==> src/rtl/keypad_code_lock_assert.svh <==
// ----------------------------------------------------------------------------
// keypad_code_lock_assert.svh
// Assertion macros for the keypad code lock. All of them sample on the rising
// edge of clk. Define NO_ASSERTIONS to compile them away.
// ----------------------------------------------------------------------------
`ifndef KEYPAD_CODE_LOCK_ASSERT_SVH
`define KEYPAD_CODE_LOCK_ASSERT_SVH

`ifndef NO_ASSERTIONS

// Check a property outside reset.
`define KCL_ASSERT(label, prop) \
    label: assert property (@(posedge clk) disable iff (!rst_n) (prop)) \
        else $error("keypad_code_lock: assertion failed");

// Check a property on every edge, reset included.
`define KCL_ASSERT_ALWAYS(label, prop) \
    label: assert property (@(posedge clk) (prop)) \
        else $error("keypad_code_lock: assertion failed");

`else

`define KCL_ASSERT(label, prop)
`define KCL_ASSERT_ALWAYS(label, prop)

`endif

`endif

==> src/rtl/kcl_pkg.sv <==
// ----------------------------------------------------------------------------
// kcl_pkg
// Shared types and constants of the keypad code lock.
// ----------------------------------------------------------------------------
package kcl_pkg;

    localparam int KEY_W            = 8;
    localparam int KEYS_W           = 4;
    localparam int DEF_CODE_LENGTH  = 6;

    localparam logic [KEY_W-1:0] KEY_STAR = 8'h2A;
    localparam logic [KEY_W-1:0] KEY_HASH = 8'h23;
    localparam logic [KEY_W-1:0] KEY_NONE = 8'hFF;

    typedef enum logic [2:0] {
        EV_IGNORED  = 3'd0,
        EV_DIGIT    = 3'd1,
        EV_CONFIRM  = 3'd2,
        EV_SET      = 3'd3,
        EV_MISMATCH = 3'd4,
        EV_OPEN     = 3'd5,
        EV_FAIL     = 3'd6
    } kcl_event_t;

    typedef struct packed {
        kcl_event_t        event_res;
        logic [KEYS_W-1:0] keys_entered;
        logic              unlock;
        logic              code_is_set;
    } kcl_res_t;

endpackage

==> src/rtl/kcl_if.sv <==
// ----------------------------------------------------------------------------
// kcl_if
// Valid/ready channels of the keypad code lock: key input and result output.
// ----------------------------------------------------------------------------
interface kcl_key_if
    import kcl_pkg::*;
();
    logic             valid;
    logic             ready;
    logic [KEY_W-1:0] key_code;

    modport source (output valid, output key_code, input ready);
    modport sink   (input valid, input key_code, output ready);
endinterface

interface kcl_res_if
    import kcl_pkg::*;
();
    logic              valid;
    logic              ready;
    logic [2:0]        event_res;
    logic [KEYS_W-1:0] keys_entered;
    logic              unlock;
    logic              code_is_set;

    modport source (output valid, output event_res, output keys_entered,
                    output unlock, output code_is_set, input ready);
    modport sink   (input valid, input event_res, input keys_entered,
                    input unlock, input code_is_set, output ready);
endinterface

==> src/rtl/keypad_code_lock.sv <==
// ----------------------------------------------------------------------------
// keypad_code_lock
// Keypad code lock: sets a code by double entry, then checks entered codes
// against it. One result per key.
// ----------------------------------------------------------------------------
//  channel   dir   handshake      payload
//  keys      in    valid/ready    key_code[7:0]
//  result    out   valid/ready    event_res[2:0], keys_entered[3:0], unlock,
//                                 code_is_set
//
//  The result passes through the input register, then the decision logic feeds
//  the result register. One key per cycle sustained while result.ready is high.
//  A stalled result holds the pipe; keys.ready drops only when both
//  registers are full and result.ready is low.
//  Reset clears the count and the code-set flag: no code is set.
// ----------------------------------------------------------------------------
module keypad_code_lock
    import kcl_pkg::*;
#(
    parameter int CODE_LENGTH = DEF_CODE_LENGTH
)
(
    input  logic             clk,
    input  logic             rst_n,
    kcl_key_if.sink          keys,
    kcl_res_if.source        result
);

`include "keypad_code_lock_assert.svh"

    logic             key_valid;
    logic [KEY_W-1:0] key;
    logic             can_load;
    logic             fire;
    kcl_res_t         core_res;
    kcl_res_t         out_res;
    logic             seq_done;

    assign fire = key_valid && can_load;

    kcl_in_stage u_in_stage (
        .clk       (clk),
        .rst_n     (rst_n),
        .in_valid  (keys.valid),
        .in_ready  (keys.ready),
        .in_key    (keys.key_code),
        .consume   (fire),
        .key_valid (key_valid),
        .key       (key)
    );

    kcl_core #(
        .CODE_LENGTH (CODE_LENGTH)
    ) u_core (
        .clk   (clk),
        .rst_n (rst_n),
        .fire  (fire),
        .key   (key),
        .res   (core_res)
    );

    kcl_out_stage u_out_stage (
        .clk       (clk),
        .rst_n     (rst_n),
        .load      (fire),
        .res_in    (core_res),
        .can_load  (can_load),
        .out_valid (result.valid),
        .out_ready (result.ready),
        .res_out   (out_res)
    );

    assign result.event_res    = out_res.event_res;
    assign result.keys_entered = out_res.keys_entered;
    assign result.unlock       = out_res.unlock;
    assign result.code_is_set  = out_res.code_is_set;

    // A completed sequence restarts the count.
    assign seq_done = (out_res.event_res == EV_SET) || (out_res.event_res == EV_OPEN)
                      || (out_res.event_res == EV_FAIL);

    `KCL_ASSERT(a_unlock_open, result.valid |-> (out_res.unlock == (out_res.event_res == EV_OPEN)))
    `KCL_ASSERT(a_set_flag, result.valid && out_res.event_res == EV_SET |-> out_res.code_is_set)
    `KCL_ASSERT(a_done_clears, result.valid && seq_done |-> out_res.keys_entered == '0)
    `KCL_ASSERT_ALWAYS(a_reset_empty, !rst_n |-> !result.valid)

endmodule

==> src/rtl/kcl_in_stage.sv <==
// ----------------------------------------------------------------------------
// kcl_in_stage
// Input register: captures one key code per transaction and holds it until
// the core consumes it.
// ----------------------------------------------------------------------------
module kcl_in_stage
    import kcl_pkg::*;
(
    input  logic             clk,
    input  logic             rst_n,
    input  logic             in_valid,
    output logic             in_ready,
    input  logic [KEY_W-1:0] in_key,
    input  logic             consume,
    output logic             key_valid,
    output logic [KEY_W-1:0] key
);

    logic             valid_reg;
    logic             valid_next;
    logic [KEY_W-1:0] key_reg;

    assign in_ready   = !valid_reg || consume;
    assign valid_next = (in_valid && in_ready) ? 1'b1 : (consume ? 1'b0 : valid_reg);

    always_ff @(posedge clk or negedge rst_n)
    begin
        if (!rst_n)
        begin
            valid_reg <= 1'b0;
        end
        else
        begin
            valid_reg <= valid_next;
        end
    end

    always_ff @(posedge clk)
    begin
        if (in_valid && in_ready)
        begin
            key_reg <= in_key;
        end
    end

    assign key_valid = valid_reg;
    assign key       = key_reg;

endmodule

==> src/rtl/kcl_core.sv <==
// ----------------------------------------------------------------------------
// kcl_core
// Lock state and decision logic: collects keys, compares entries in parallel
// and updates the stored code. Produces the result of one key per cycle while fire is high.
// ----------------------------------------------------------------------------
module kcl_core
    import kcl_pkg::*;
#(
    parameter int CODE_LENGTH = DEF_CODE_LENGTH
)
(
    input  logic             clk,
    input  logic             rst_n,
    input  logic             fire,
    input  logic [KEY_W-1:0] key,
    output kcl_res_t         res
);

`include "keypad_code_lock_assert.svh"

    localparam int CNT_W = $clog2(2 * CODE_LENGTH);

    typedef logic [CODE_LENGTH-1:0][KEY_W-1:0] code_t;

    logic [CNT_W-1:0] key_count_reg;
    logic [CNT_W-1:0] key_count_next;
    logic             code_set_reg;
    logic             code_set_next;
    code_t            first_reg;
    code_t            first_next;
    code_t            second_reg;
    code_t            second_next;
    code_t            stored_reg;
    code_t            stored_next;

    code_t            first_view;
    code_t            second_view;
    logic             ignored;
    logic             in_first;
    logic             in_second;
    logic             last_first;
    logic             last_second;
    logic             match_setup;
    logic             match_verify;
    kcl_event_t       ev;
    logic             unlock;

    // Entry views with the incoming key dropped in at the current position.
    always_comb
    begin
        for (int i = 0; i < CODE_LENGTH; i++)
        begin
            first_view[i]  = (key_count_reg == CNT_W'(i)) ? key : first_reg[i];
            second_view[i] = (key_count_reg == CNT_W'(i + CODE_LENGTH)) ? key
                                                                          : second_reg[i];
        end
    end

    assign ignored      = (key == KEY_STAR) || (key == KEY_HASH) || (key == KEY_NONE);
    assign in_first     = key_count_reg <= CNT_W'(CODE_LENGTH - 1);
    assign in_second    = key_count_reg <= CNT_W'(2 * CODE_LENGTH - 1);
    assign last_first   = key_count_reg == CNT_W'(CODE_LENGTH - 1);
    assign last_second  = key_count_reg == CNT_W'(2 * CODE_LENGTH - 1);
    assign match_setup  = first_reg == second_view;
    assign match_verify = first_view == stored_reg;

    always_comb
    begin
        key_count_next = key_count_reg;
        code_set_next  = code_set_reg;
        first_next     = first_reg;
        second_next    = second_reg;
        stored_next    = stored_reg;
        ev             = EV_IGNORED;
        unlock         = 1'b0;

        if (!ignored)
        begin
            if (!code_set_reg)
            begin
                if (in_first)
                begin
                    first_next     = first_view;
                    key_count_next = key_count_reg + CNT_W'(1);
                    ev             = last_first ? EV_CONFIRM : EV_DIGIT;
                end
                else if (in_second)
                begin
                    second_next = second_view;
                    if (last_second)
                    begin
                        if (match_setup)
                        begin
                            stored_next   = second_view;
                            code_set_next = 1'b1;
                            ev            = EV_SET;
                        end
                        else
                        begin
                            ev = EV_MISMATCH;
                        end
                        key_count_next = '0;
                    end
                    else
                    begin
                        key_count_next = key_count_reg + CNT_W'(1);
                        ev             = EV_DIGIT;
                    end
                end
                else
                begin
                    ev             = EV_MISMATCH;
                    key_count_next = '0;
                end
            end
            else
            begin
                if (in_first)
                begin
                    first_next = first_view;
                    if (last_first)
                    begin
                        if (match_verify)
                        begin
                            ev     = EV_OPEN;
                            unlock = 1'b1;
                        end
                        else
                        begin
                            ev = EV_FAIL;
                        end
                        key_count_next = '0;
                    end
                    else
                    begin
                        key_count_next = key_count_reg + CNT_W'(1);
                        ev             = EV_DIGIT;
                    end
                end
                else
                begin
                    key_count_next = '0;
                end
            end
        end
    end

    always_comb
    begin
        res.event_res    = ev;
        res.keys_entered = KEYS_W'(key_count_next);
        res.unlock       = unlock;
        res.code_is_set  = code_set_next;
    end

    always_ff @(posedge clk or negedge rst_n)
    begin
        if (!rst_n)
        begin
            key_count_reg <= '0;
            code_set_reg  <= 1'b0;
        end
        else if (fire)
        begin
            key_count_reg <= key_count_next;
            code_set_reg  <= code_set_next;
        end
    end

    always_ff @(posedge clk)
    begin
        if (fire)
        begin
            first_reg  <= first_next;
            second_reg <= second_next;
            stored_reg <= stored_next;
        end
    end

    `KCL_ASSERT(a_count_range, key_count_reg <= CNT_W'(2 * CODE_LENGTH - 1))
    `KCL_ASSERT(a_verify_count, code_set_reg |-> key_count_reg <= CNT_W'(CODE_LENGTH - 1))
    `KCL_ASSERT(a_code_set_sticky, code_set_reg |=> code_set_reg)
    `KCL_ASSERT(a_idle_holds, !fire |=> $stable(key_count_reg) && $stable(code_set_reg))

endmodule

==> src/rtl/kcl_out_stage.sv <==
// ----------------------------------------------------------------------------
// kcl_out_stage
// Result register: holds one result until the downstream side takes it.
// ----------------------------------------------------------------------------
module kcl_out_stage
    import kcl_pkg::*;
(
    input  logic     clk,
    input  logic     rst_n,
    input  logic     load,
    input  kcl_res_t res_in,
    output logic     can_load,
    output logic     out_valid,
    input  logic     out_ready,
    output kcl_res_t res_out
);

    logic     valid_reg;
    logic     valid_next;
    kcl_res_t res_reg;

    assign can_load   = !valid_reg || out_ready;
    assign valid_next = load ? 1'b1 : ((valid_reg && out_ready) ? 1'b0 : valid_reg);

    always_ff @(posedge clk or negedge rst_n)
    begin
        if (!rst_n)
        begin
            valid_reg <= 1'b0;
        end
        else
        begin
            valid_reg <= valid_next;
        end
    end

    always_ff @(posedge clk)
    begin
        if (load)
        begin
            res_reg <= res_in;
        end
    end

    assign out_valid = valid_reg;
    assign res_out   = res_reg;

endmodule
==> src/flat_wrapper.sv <==
// flat-port wrapper written by rule: the top's interface ports become plain ports
module keypad_code_lock_flat import kcl_pkg::*;
#(
    parameter int CODE_LENGTH = DEF_CODE_LENGTH
)
  (clk, rst_n, keys_valid, keys_key_code, keys_ready, result_valid, result_event_res, result_keys_entered, result_unlock, result_code_is_set, result_ready);
  kcl_key_if keys_i ();
  kcl_res_if result_i ();
  input  logic clk;
  input  logic rst_n;
  input wire logic [$bits(keys_i.valid)-1:0] keys_valid;
  input wire logic [$bits(keys_i.key_code)-1:0] keys_key_code;
  output wire logic [$bits(keys_i.ready)-1:0] keys_ready;
  output wire logic [$bits(result_i.valid)-1:0] result_valid;
  output wire logic [$bits(result_i.event_res)-1:0] result_event_res;
  output wire logic [$bits(result_i.keys_entered)-1:0] result_keys_entered;
  output wire logic [$bits(result_i.unlock)-1:0] result_unlock;
  output wire logic [$bits(result_i.code_is_set)-1:0] result_code_is_set;
  input wire logic [$bits(result_i.ready)-1:0] result_ready;
  assign keys_i.valid = keys_valid;
  assign keys_i.key_code = keys_key_code;
  assign keys_ready = keys_i.ready;
  assign result_valid = result_i.valid;
  assign result_event_res = result_i.event_res;
  assign result_keys_entered = result_i.keys_entered;
  assign result_unlock = result_i.unlock;
  assign result_code_is_set = result_i.code_is_set;
  assign result_i.ready = result_ready;
  keypad_code_lock #(.CODE_LENGTH(CODE_LENGTH)) u_core (.clk(clk), .rst_n(rst_n), .keys(keys_i), .result(result_i));
endmodule
==> config.mk <==
export PLATFORM = sky130hd
export DESIGN_NAME = keypad_code_lock_flat
export DESIGN_NICKNAME = d
export VERILOG_FILES = /design/src/rtl/kcl_pkg.sv /design/src/rtl/kcl_if.sv /design/src/rtl/keypad_code_lock.sv /design/src/rtl/kcl_in_stage.sv /design/src/rtl/kcl_core.sv /design/src/rtl/kcl_out_stage.sv /design/src/flat_wrapper.sv
export VERILOG_INCLUDE_DIRS = /design/src /design/src/rtl
export SDC_FILE = /design/constraint.sdc
export NUM_CORES = 1
export LEC_CHECK = 0
export ABC_AREA = 1
export BUFFER_PORTS_ARGS = -buffer_cell sky130_fd_sc_hd__buf_2
export CORE_MARGIN = 5
export CORE_UTILIZATION = 30
export DETAILED_ROUTE_END_ITERATION = 12
export SLEW_MARGIN = 20
export SYNTH_ARGS = -nofsm -noshare
export SYNTH_HDL_FRONTEND = slang
export SYNTH_SLANG_ARGS = --single-unit
==> constraint.sdc <==
create_clock -name clk -period 4.9 [get_ports clk]
set_input_delay 1.225 -clock clk [delete_from_list [all_inputs] [get_ports clk]]
set_output_delay 1.225 -clock clk [all_outputs]
set_load 0.1 [all_outputs]
# --- Yosys cells after proc, flatten, opt, wreduce, memory -nomap -nowiden ---
# Index checks and enable logic that the tools add are counted.
word_totals:
  regBits: 168
  inputBits: 12
  output_inout_bits: 11
  wordCells: 105
classes:
  add_sub_neg: 1
  magnitude_cmp: 2
  eq_ne: 16
  mux: 39
  bitwise_logic: 4
  n_reduce_logical: 16
ops:
  columns: ["operator", "count"]
  rows:
  - ["== test 48 bit", 2]
  - ["two-way mux 8 bit", 12]
  - ["two-way mux 4 bit", 7]
  - ["two-way mux 3 bit", 7]
  - ["== test 4 x 3 -> 1 bit, second input constant", 4]
  - ["== test 4 bit, second input constant", 4]
  - ["== test 8 x 6 -> 1 bit, second input constant", 2]
  - ["two-way mux 1 bit", 11]
  - ["== test 4 x 2 -> 1 bit, second input constant", 2]
  - ["== test 8 bit, second input constant", 1]
  - ["AND reduction 7 bit", 1]
  - ["AND reduction 5 bit", 1]
  - ["adder 4 x 1 -> 4 bit, second input constant", 1]
  - ["== test 4 x 1 -> 1 bit, second input constant", 1]
  - ["less-or-equal comparator 4 x 3 -> 1 bit, second input constant", 1]
  - ["less-or-equal comparator 4 bit, second input constant", 1]
  - ["zero test 4 bit", 1]
  - ["logical OR 1 bit", 4]
  - ["two-way mux 2 bit", 2]
  - ["NOT 1 bit", 4]
  - ["nonzero test 2 bit", 2]
  - ["OR reduction 4 bit", 1]
  - ["logical AND 1 bit", 3]
  - ["AND reduction 3 bit", 1]
  - ["zero test 1 bit", 2]

# --- Depth between registers and ports, before layout ---
depth:
  depth_word: 9
  ltp_mapped: 18
  ltp_nobuf: 17

# --- By module ---
# From an unflattened synthesis, not the netlist that was laid out.
unflattened:
  cells_unflattened: 1128
  area_unflattened_um2: 9241.4
modules_own_cells:
  columns: ["module", "n_inst", "cells_per_inst", "area_each_um2", "seq_area_each_um2"]
  rows:
  - ["kcl_core", 1, 1098, 8633.3, 4449.3]
  - ["kcl_out_stage", 1, 14, 315.3, 295.3]
  - ["kcl_in_stage", 1, 14, 285.3, 265.3]
  - ["keypad_code_lock", 1, 2, 7.5, 0.0]

# --- Least setup slack after synthesis ---
# Ideal clock, no wire load.
synth_path:
  kind: "in2reg"
  startpoint: "input result_ready"
  endpoint: "register u_core.u_core.second_reg[0] in the netlist's numbering, enable pin"
  setup_time_ns: 0.513
  arrival_time_ns: 5.430
  required_time_ns: 4.387
  setup_slack_ns: -1.043
  path_stages: 4
  n_path_buf: 0
  cell_sequence: "inv_1 > a21oi_1 > nand2_1 > nor3_1"
synth_between:
  elab_chain_cells: 3
synth_rtl:
  columns: ["item", "line", "text"]
  rows:
  - ["start: declaration", "flat_wrapper.sv:19", "input wire logic [$bits(result_i.ready)-1:0] result_ready;"]
  - ["logical OR 1 bit", "kcl_out_stage.sv:22", "assign can_load = !valid_reg || out_ready;"]
  - ["logical AND 1 bit", "keypad_code_lock.sv:39", "assign fire = key_valid && can_load;"]
  - ["via u_core.fire", "keypad_code_lock.sv:34", "logic fire;"]
  - ["AND reduction 5 bit (no line)", null, null]
  - ["end signal: assignment", "kcl_core.sv:175", "second_reg <= second_next;"]
  - ["end: declaration", "kcl_core.sv:31", "code_t second_reg;"]
# The timed path passes the listed nets, and every way through them passes these cells.
# A chain may end at the register's enable or synchronous reset.

# --- Final worst setup path ---
layout_path:
  startpoint: "register u_core.u_core.key_count_reg[3]"
  endpoint: "register u_core.u_core.stored_reg[37] in the netlist's numbering, enable pin"
layout_between:
  elab_chain_cells: 4
  word_cells_on_any_way: 17
  classes_between: "2 x order compare; 7 x eq/ne; 6 x mux; 1 x bitwise; 1 x reduce/logical"
layout_rtl:
  columns: ["item", "line", "text"]
  rows:
  - ["start: declaration", "kcl_core.sv:25", "logic [CNT_W-1:0] key_count_reg;"]
  - ["start signal: assignment", "kcl_core.sv:165", "key_count_reg <= key_count_next;"]
  - ["== test 4 x 3 -> 1 bit (tied with other cells)", "kcl_core.sv:54", "second_view[i] = (key_count_reg == CNT_W'(i + CODE_LENGTH)) ? key"]
  - ["two-way mux 8 bit", "kcl_core.sv:54", null]
  - ["== test 48 bit", "kcl_core.sv:64", "assign match_setup = first_reg == second_view;"]
  - ["AND reduction 7 bit (no line) (*)", null, null]
  - ["end signal: assignment", "kcl_core.sv:176", "stored_reg <= stored_next;"]
  - ["end: declaration", "kcl_core.sv:33", "code_t stored_reg;"]
# Every way passes the cells marked *; elsewhere a longest branch is shown, timed or not.

==> flow_summary.ini <==
[run_status]
status = completed

[place]
dp_hpwl_um = 18500
io_buffers = 22
gp_congestion = 0.923
pre_cts_ws_ns = 1.13
dp_cells = 1488

[cells_and_area]
regArea_um2 = 5010
multi_input_area_um2 = 3490
antenna_cells = 0
layout-drive-gt1-share_pct = 8.10
layout.nets = 1127
final_util_pct = 33.7
final_cells = 1520
area_growth_pct = 11.8
fillers = 3082

[logic_synthesis]
synth_edf_count = 161
syn_area_um2 = 9140
ys_types = 34
syn_nets = 1108
synth-seq-cells = 168
synth_area_leader_cell = edfxtp_1
synthCells = 1092
synth.most_common_cell = nand2_1
yosys-top-cells-area = edfxtp_1, nand2_1, nand3_1, inv_1, nand3b_1
ys_async_sr_fraction_pct = 4.17
synth.top_cell.area_share_pct = 52.9
synth_common_cells = nand2_1, edfxtp_1, nand3_1
syn_area_per_cell_um2 = 8.37
yosysWarnings = 0
synth-main-ff-cell = edfxtp_1
yosysSeqAreaShare_pct = 54.8

[worst_setup_path]
cp_data_required_time_ns = 4.97
endpoint = u_core.u_core.stored_reg[37]
crit_chain = nand3_1 -> inv_1 -> nand2_1 -> nand3_1 -> nand2_1 -> nor2_1 -> nand2_1 -> nor2_1 -> nand2_1 -> nor2_1 -> nand2_2 -> nor4_4 -> buf_4
cp_common_cell = nand2_1
worstSetupPathType = register to register
slowest_delay_ns = 0.88
r2r-start = u_core.u_core.key_count_reg[3]
r2r_slack_ns = 1.03
cp-startpoint = u_core.u_core.key_count_reg[3]
cp.arrival_ns = 3.95
ff2ff_path_depth = 13
crit_cells = 13
crit_path_start_kind = register
worstPathMaxFanout = 32
worstReg2RegEnd = u_core.u_core.stored_reg[37]
cp-end-kind = register
crit_buf_inv = 2
cp_slowest_cell = dfrtp_1
cp_top_family = simple AND/OR/NAND/NOR gates

[clocking]
cts_setup_buffers = 0
h-tree-depth = 4
cts_resized = 0
path_clk_slew_ns = 0.07
holdBufCountCts = 0
cts_tree = yes
numClockSinks = 168
clock_latency_ns = 0.44
root_buffer = clkbuf_16
clk_path_buf_depth = 2
cts-buffers-inserted = 17

[floorplanning]
start_util_pct = 30.1
die-height_um = 185
rows = 64
die_x_um = 185
ios = 23
die-area_um2 = 34100
core_um2 = 30300

[timing]
post-route-min-period_ns = 3.87
maxSlewHeadroom_pct = 45.4
timing.final.ws_setup_ns = 1.03
fin_crit_sh_pct = 79.0
max_freq_ghz = 0.258
finalHoldViolCount = 0
rsz0062_at_grt = false
tns_ns = 0
drv_slew = 0
skew_ns = 0.0148
hold_slack_ns = 0.490
finalSetupViolCount = 0
worst-slew-pin-transition_ns = 0.819

[route]
ant_nets = 0
firstDrtPassIters = 6
drc = 0
viasPerCell = 5.04
drt_wl_total_um = 26900
vias = 7664
wire_per_inst_um = 17.7
drt_iter0_markers = 890

[hold_path]
hold_class = register to register
worstHoldStart = u_core.u_in_stage.key_valid

[job]
max-cap-violations = 0

[power_and_ir_drop]
pwr-share-seq_pct = 40.2
p_switching_uw = 1970
power.internal_uw = 2950
leakage_uw = 0.00456
clock_power_share_pct = 25.9
ir_drop_mv = 0.237
power_frac_comb_pct = 33.9
power.density_nw_per_um2 = 481
switching_share_pct = 40.1

[global_route]
antenna_found_initial = 0
track_usage_pct = 16.1
grt_pass1_vias = 7223
grt_pass1_wl_um = 41700
grt.overflow.total = 0
grt_max_degree = 49
[how the worst min path moves through the flow]
stage	end	slack, ns	cells past startpoint
after floorplan	u_core.u_out_stage.out_valid	0.45	2
after global placement	u_core.u_out_stage.out_valid	0.47	2
after detailed placement	u_core.u_out_stage.out_valid	0.48	2
after CTS	u_core.u_out_stage.out_valid	0.50	2
after global routing	u_core.u_out_stage.out_valid	0.53	2
final	u_core.u_out_stage.out_valid	0.49	2
[metrics by stage]
step	total power, uW	instance area, um2
after global routing	5210	10200
after global placement	3610	9670
after detailed placement	3650	9670
after CTS	4910	10200
after floorplan	3180	9150
final	4920	10200
[area by class of cell]
class                           instances  area share [%]
Timing Repair Buffer                   39            2.45
Inverter                              112            4.16
Clock inverter                         11           0.857
Multi-Input combinational cell        773            34.2
Tap cell                              396            4.85
Sequential cell                       168            49.0
Clock buffer                           21            4.50
[power groups by stage]
stage | sequential, uW | combinational, uW | clock, uW
2_1_floorplan | 2050 | 1130 | 0
3_3_place_gp | 2000 | 1610 | 0
3_5_place_dp | 2000 | 1650 | 0
4_1_cts | 1970 | 1650 | 1290
5_1_grt | 2000 | 1850 | 1360
6_report | 1980 | 1670 | 1280
[kinds of logic (layout without fill, tap and decap cells)]
| family | count (synthesis) | count (layout) | share of synthesized area (%) |
|---|---|---|---|
| compound gates | 36 | 36 | 2.20 |
| xor+xnor | 1 | 1 | 0.0959 |
| simple gates | 732 | 732 | 35.1 |
| fa+ha+maj | 4 | 4 | 0.548 |
| buf+inv | 151 | 183 | 7.27 |
| flops | 168 | 168 | 54.8 |
[worst min-delay path, stage by stage, from the launching register on]
cell and delay (ns):
dfrtp_1 0.35, inv_1 0.06, nand2_1 0.06
[routing by layer]
| layer | wire [um] | part of all wire, % | up-vias | global-route usage, % |
|---|---|---|---|---|
| li1 | - | - | 3648 | - |
| met1 | 12000 | 45 | 3633 | 22.3 |
| met2 | 12200 | 45 | 332 | 25.3 |
| met3 | 2060 | 7.7 | 51 | 3.18 |
| met4 | 642 | 2.4 | 0 | 5.32 |
| met5 | 0 | 0 | - | 0 |
[cell usage in the layout (no fill, tap or decap), types with 2 or more instances in the layout]
cell type / Yosys / layout
nor2_1: 47 / 46
o21ai_1: 5 / 5
ha_1: 4 / 4
clkbuf_8: 0 / 2
nand3b_1: 37 / 37
buf_4: 6 / 16
nand3_1: 134 / 134
o21ai_0: 16 / 16
clkinv_1: 2 / 2
clkinvlp_4: 0 / 4
edfxtp_1: 161 / 161
o211ai_1: 3 / 3
nand3_2: 6 / 6
nand2_1: 473 / 473
clkbuf_1: 12 / 2
nor2_4: 1 / 2
inv_1: 106 / 106
inv_6: 0 / 4
inv_4: 2 / 2
dfrtp_1: 7 / 7
clkbuf_16: 0 / 17
nand2_2: 5 / 5
buf_2: 14 / 22
nand4_1: 24 / 24
clkinv_4: 0 / 2
a21oi_1: 7 / 7
inv_2: 2 / 2
(Power assumes the default switching activity.)
